`src/hdl/fxq_alu_pkg.sv`:
```
// Shared types and constants for the Q24.8 fixed-point ALU.
// No dependencies; imported by the divider cell and the top level.
package fxq_alu_pkg;

   localparam int PORT_WIDTH     = 32;
   localparam int FUNC_WIDTH     = 4;
   localparam int FRAC_BITS_DEF  = 8;
   localparam int WORD_WIDTH_DEF = 32;

   typedef enum logic [FUNC_WIDTH-1:0] {
      FUNC_ADD   = 4'd0,
      FUNC_SUB   = 4'd1,
      FUNC_MUL   = 4'd2,
      FUNC_DIV   = 4'd3,
      FUNC_LT    = 4'd4,
      FUNC_GT    = 4'd5,
      FUNC_LE    = 4'd6,
      FUNC_GE    = 4'd7,
      FUNC_EQ    = 4'd8,
      FUNC_NE    = 4'd9,
      FUNC_MIN   = 4'd10,
      FUNC_MAX   = 4'd11,
      FUNC_INC   = 4'd12,
      FUNC_DEC   = 4'd13,
      FUNC_TOINT = 4'd14
   } func_type;

   // Control that rides along with each item through the divider chain.
   typedef struct packed {
      logic valid;
      logic is_div;
      logic neg;
      logic cmp;
      logic dz;
   } ctl_type;

endpackage

```
`src/hdl/fxq_div_cell.sv`:
```
// One cell of the divider chain: a restoring-divide step for one quotient bit.
// Depends on fxq_alu_pkg.
module fxq_div_cell #(
   parameter int WORD_WIDTH = 32,
   parameter int QUOT_WIDTH = 40
) (
   input  logic                      clock,
   input  logic                      reset,
   input  fxq_alu_pkg::ctl_type      ctl_in,
   input  logic [WORD_WIDTH-1:0]     side_in,
   input  logic [QUOT_WIDTH-1:0]     work_in,
   input  logic [WORD_WIDTH-1:0]     rem_in,
   input  logic [WORD_WIDTH-1:0]     den_in,
   output fxq_alu_pkg::ctl_type      ctl_out,
   output logic [WORD_WIDTH-1:0]     side_out,
   output logic [QUOT_WIDTH-1:0]     work_out,
   output logic [WORD_WIDTH-1:0]     rem_out,
   output logic [WORD_WIDTH-1:0]     den_out
);
   import fxq_alu_pkg::*;

   ctl_type               ctl_ff;
   logic [WORD_WIDTH-1:0] side_ff, rem_ff, rem_in_nx, den_ff;
   logic [QUOT_WIDTH-1:0] work_ff, work_in_nx;
   logic [WORD_WIDTH:0]   shifted, trial;
   logic                  ge;

   // work holds the remaining dividend bits on top and the quotient bits below
   always_comb begin
      shifted    = {rem_in, work_in[QUOT_WIDTH-1]};
      trial      = shifted - {1'b0, den_in};
      ge         = shifted >= {1'b0, den_in};
      rem_in_nx  = ge ? trial[WORD_WIDTH-1:0] : shifted[WORD_WIDTH-1:0];
      work_in_nx = {work_in[QUOT_WIDTH-2:0], ge};
   end

   always_ff @(posedge clock) begin
      if (reset) begin
         ctl_ff <= '0;
      end else begin
         ctl_ff <= ctl_in;
      end
   end

   always_ff @(posedge clock) begin
      side_ff <= side_in;
      work_ff <= work_in_nx;
      rem_ff  <= rem_in_nx;
      den_ff  <= den_in;
   end

   assign ctl_out  = ctl_ff;
   assign side_out = side_ff;
   assign work_out = work_ff;
   assign rem_out  = rem_ff;
   assign den_out  = den_ff;

endmodule

```
`config.mk`:
```
export PLATFORM = sky130hd
export DESIGN_NAME = fxq_div_cell
export DESIGN_NICKNAME = d
export VERILOG_FILES = /design/src/hdl/fxq_alu_pkg.sv /design/src/hdl/fxq_div_cell.sv
export SDC_FILE = /design/constraint.sdc
export NUM_CORES = 1
export LEC_CHECK = 0
export ABC_AREA = 1
export BUFFER_PORTS_ARGS = -buffer_cell sky130_fd_sc_hd__buf_2
export CORE_MARGIN = 2
export CORE_UTILIZATION = 50
export CTS_CLUSTER_DIAMETER = 200
export CTS_CLUSTER_SIZE = 30
export DETAILED_ROUTE_END_ITERATION = 10
export GPL_TIMING_DRIVEN = 0
export PLACE_DENSITY = 0.85
export SLEW_MARGIN = 20
export SYNTH_ARGS = -nofsm -noshare
export SYNTH_HDL_FRONTEND = slang
export SYNTH_SLANG_ARGS = --single-unit
```
`constraint.sdc`:
```
create_clock -name clock -period 2.95 [get_ports clock]
set_input_delay 0.7375 -clock clock [delete_from_list [all_inputs] [get_ports clock]]
set_output_delay 0.7375 -clock clock [all_outputs]
set_load 0.005 [all_outputs]
```
## Yosys cells after proc, flatten, opt, wreduce, memory -nomap -nowiden

Index checks and enable logic that the tools add are counted.

- Add/sub/neg operators: 1
- Order comparisons: 1
- Mux-type cells: 1

Operators with widths:

| kind | number |
|---|---|
| $ge 33x32->1 | 1 |
| $mux 32 | 1 |
| $sub 32x32->32 | 1 |

- Flip-flop bits (word level): 141
- Bits of input ports: 143
- Output and inout bits: 141
- Logic and storage cells: 12

## Longest topological paths before layout

- Word-level depth: 2
- Depth in mapped cells: 16
- Depth with buffers taken out: 14

## Worst setup path after synthesis

OpenSTA, ideal clock, no wires.

- Path kind: input to register
- Start point: in work_in[39]
- End point: reg rem_ff[16], in the netlist rem_out[16]
- Library setup time: 112 ps
- Arrival time: 2,100 ps
- Required time: 2,838 ps
- Setup slack: 738 ps
- Stages: 13
- Path buffers: 0
- Cell sequence: inv_1 > ha_1 > fa_1 > inv_1 > nand3_1 > nand3_1 > nand2_1 > nand3_1 > nand3_1 > nand2_1 > nand2_1 > nand3_2 > nand2_1

- Longest elaborated chain between the ends: 2
- Elaborated cells between the ends (all ways): 3
- Classes of those cells: add/sub: 1; order compare: 1; mux: 1

RTL lines:

| item | line | source |
|---|---|---|
| start, declared | fxq_div_cell.sv:11 | `input logic [QUOT_WIDTH-1:0] work_in,` |
| $sub 32x32->32 / $ge 33x32->1 (equally long branches) | fxq_div_cell.sv:31, fxq_div_cell.sv:32 |  |
| $mux 32 (*) | fxq_div_cell.sv:33 | `rem_in_nx = ge ? trial[WORD_WIDTH-1:0] : shifted[WORD_WIDTH-1:0];` |
| net rem_in_nx[16] | fxq_div_cell.sv:23 | `logic [WORD_WIDTH-1:0] side_ff, rem_ff, rem_in_nx, den_ff;` |
| end signal, assigned | fxq_div_cell.sv:48 | `rem_ff <= rem_in_nx;` |
| end, declared | fxq_div_cell.sv:23 |  |

The timed path passes the listed nets; every way through them passes the cells marked *.
A chain may end at the register's enable or synchronous reset.

## Worst setup path in the final report

- Start point: in den_in[21]
- End point: reg rem_ff[26], in the netlist rem_out[26]

- Longest elaborated chain between the ends: 2
- Elaborated cells between the ends (all ways): 3
- Classes of those cells: add/sub: 1; order compare: 1; mux: 1

RTL lines:

| item | line | source |
|---|---|---|
| start, declared | fxq_div_cell.sv:13 | `input logic [WORD_WIDTH-1:0] den_in,` |
| $sub 32x32->32 / $ge 33x32->1 (equally long branches) | fxq_div_cell.sv:31, fxq_div_cell.sv:32 |  |
| $mux 32 (*) | fxq_div_cell.sv:33 |  |
| net rem_in_nx[26] | fxq_div_cell.sv:23 |  |

Marked as above.

==> reports/results.ini <==
[layout]
fin_cells = 1260
area_delta_synth_final_pct = 35.8
final_util = 0.690
drive_above_1_share = 0.313
fin_nets = 1276
diodes = 0

[logic_synthesis]
synth-edff-count = 0
synth_top_area_cell = dfxtp_1
synth_area_per_cell_um2 = 7.54
yosys-top-cells-count = nand2_1, inv_1, dfxtp_1, nand3_1, nor2_1
ys_seq_area_frac = 0.469
ys_types = 26
synth_ff_type = dfxtp_1
yosys.area.top_type_share = 0.469
async_reset_ff_frac = 0
synth_area_leaders = dfxtp_1, nand2_1, inv_1
yosys_warnings = 0
syn_nets = 974
ys_seq_elements = 141
synthesis.area_um2 = 6020
synth.most_common_cell = nand2_1
synthCells = 798

[power_and_ir_drop]
leakage_nw = 4.80
ir_drop_v = 0.000519
power.total_w = 0.00505
p_per_area_nw_per_um2 = 617

[worst_setup_path]
cp.arrival_ns = 2.56
path_max_fanout = 10
critPathSlowestCell = ha_1
crit_path_start = den_in[21]
crit_chain = buf_2, inv_1, ha_1, nand2_1, nor2_1, nand2_1, nor2_2, nand2_1, nand2_1, nor2_4, buf_2, nand3_1, nand2_1
path_class = in -> reg
required_ns = 3.26
start_kind = input pin
endpoint_kind = flip-flop
cp_common_cell = nand2_1
critPathMaxStageDelay_ns = 0.35

[grt]
grt_pass1_vias = 5612
antenna_found_initial = 2
gr-total-overflow = 0
grt_usage = 0.284
grt_max_degree = 17
grt_pass1_wl_um = 27900

[timing]
post-route-min-period_ns = 2.25
hold_violations = 0
clock.fmax_mhz = 445
tightest_slew_ns = 0.347
maxSlewViolCount = 0
rsz0062_at_grt = false
relSlewSlack = 0.767
fin_setup_tns_ns = 0
fin_ws_ns = 0.703
fin_crit_sh = 0.762
setup_viol = 0

[clock_network]
cts_resized = 0
hold_buffers = 0
cts_buffer_depth = 2
cts_setup_buffers = 0
cts_buffers = 17
ctsRootBufferMaster = clkbuf_16
htree_levels = 4
clk_pin_slew_worst_paths_ns = 0.06
cts_sinks = 141
cts_tree = built

[drt]
wl_per_cell_um = 14.5
antenna_left = 0
dr.pass1.iters = 5
drt_wl_total_um = 18200
routed_via_density = 4.65
drt_iter0_drc = 308
vias = 5862
route.detailed.drc = 0

[placed_design]
dpl.cell_count = 1228
gp_congestion = 0.920
portBuffers = 283
place_ws_ns = 0.276
dp_hpwl_um = 14800

[flow_run]
maxCapViolCount = 0

[floorplan]
start_util = 0.508
rows = 40
die_x_um = 114
ioPinCount = 284
die_y_um = 114
core_um2 = 11900
dieArea_um2 = 12900

[hold_path]
hold_class = in -> reg
hold_path.startpoint = work_in[32]

[status]
outcome = completed

==> kinds of logic after synthesis <==
family / synth area share
simple gates: 0.308
buf+inv: 0.111
flops: 0.469
fa+ha+maj: 0.0698
compound gates: 0.0216
xor+xnor: 0.0204
==> per-layer routing <==
layer	part of all wire	vias up	track usage
met1	0.44	2601	0.351
li1	-	3015	-
met5	0.00093	-	0
met2	0.47	215	0.481
met4	0.020	2	0.0951
met3	0.072	29	0.0781
==> through the flow <==
step                      cell area, µm²  hold WS (ns)
after floorplan                     6020         0.765
final                               8180         0.402
after detailed placement            7620         0.841
after global placement              7620         0.840
after CTS                           8180         0.400
after global routing                8180         0.399
==> worst max-delay path, delay by kind of cell <==
kind | cells | cell delay [ns]
AND/OR/NAND/NOR | 9 | 1.12
adder cells (fa/ha/maj) | 1 | 0.35
buffers and inverters | 3 | 0.35
==> cells in the final DEF, fill, tap and decap left out, drive strengths merged <==
master	synthesis	layout
a21o	2	2
a21oi	21	21
and2	8	8
buf	10	293
clkbuf	0	19
clkinv	0	2
clkinvlp	0	6
dfxtp	141	141
fa	1	1
ha	32	32
inv	155	160
nand2	279	279
nand3	67	67
nand3b	11	11
nand4	3	3
nor2	43	43
nor3	9	9
o21ai	2	2
xnor2	1	1
xor2	13	13
==> flip-flops by register name, summed over array words and instances (netlist names) <==
name / cells
work_out: 40
den_out: 32
rem_out: 32
side_out: 32
ctl_out: 5
==> report_power, final <==
part / leakage (nW) / switching, W / internal (W) / total [W]
Clock: 0.257 / 0.000858 / 0.00113 / 0.00199
Sequential: 1.19 / 0.0000400 / 0.00207 / 0.00211
Combinational: 3.35 / 0.000550 / 0.000399 / 0.000949
Total: 4.80 / 0.00145 / 0.00360 / 0.00505
==> worst paths after layout <==
kind,end,slack [ns],depth (start not counted)
setup / recovery,rem_out[26],0.70,13
hold / removal,work_out[33],0.40,1
==> layout make-up <==
class	instances	area [µm²]
buffer	10	86.3
clock buffer	19	453
clock inverter	13	105
fill	1053	3680
inverter	155	582
multi-input combinational	492	2530
sequential	141	2820
tap	147	184
timing repair buffer	283	1420
No activity file was read; power rests on OpenSTA's default activity.
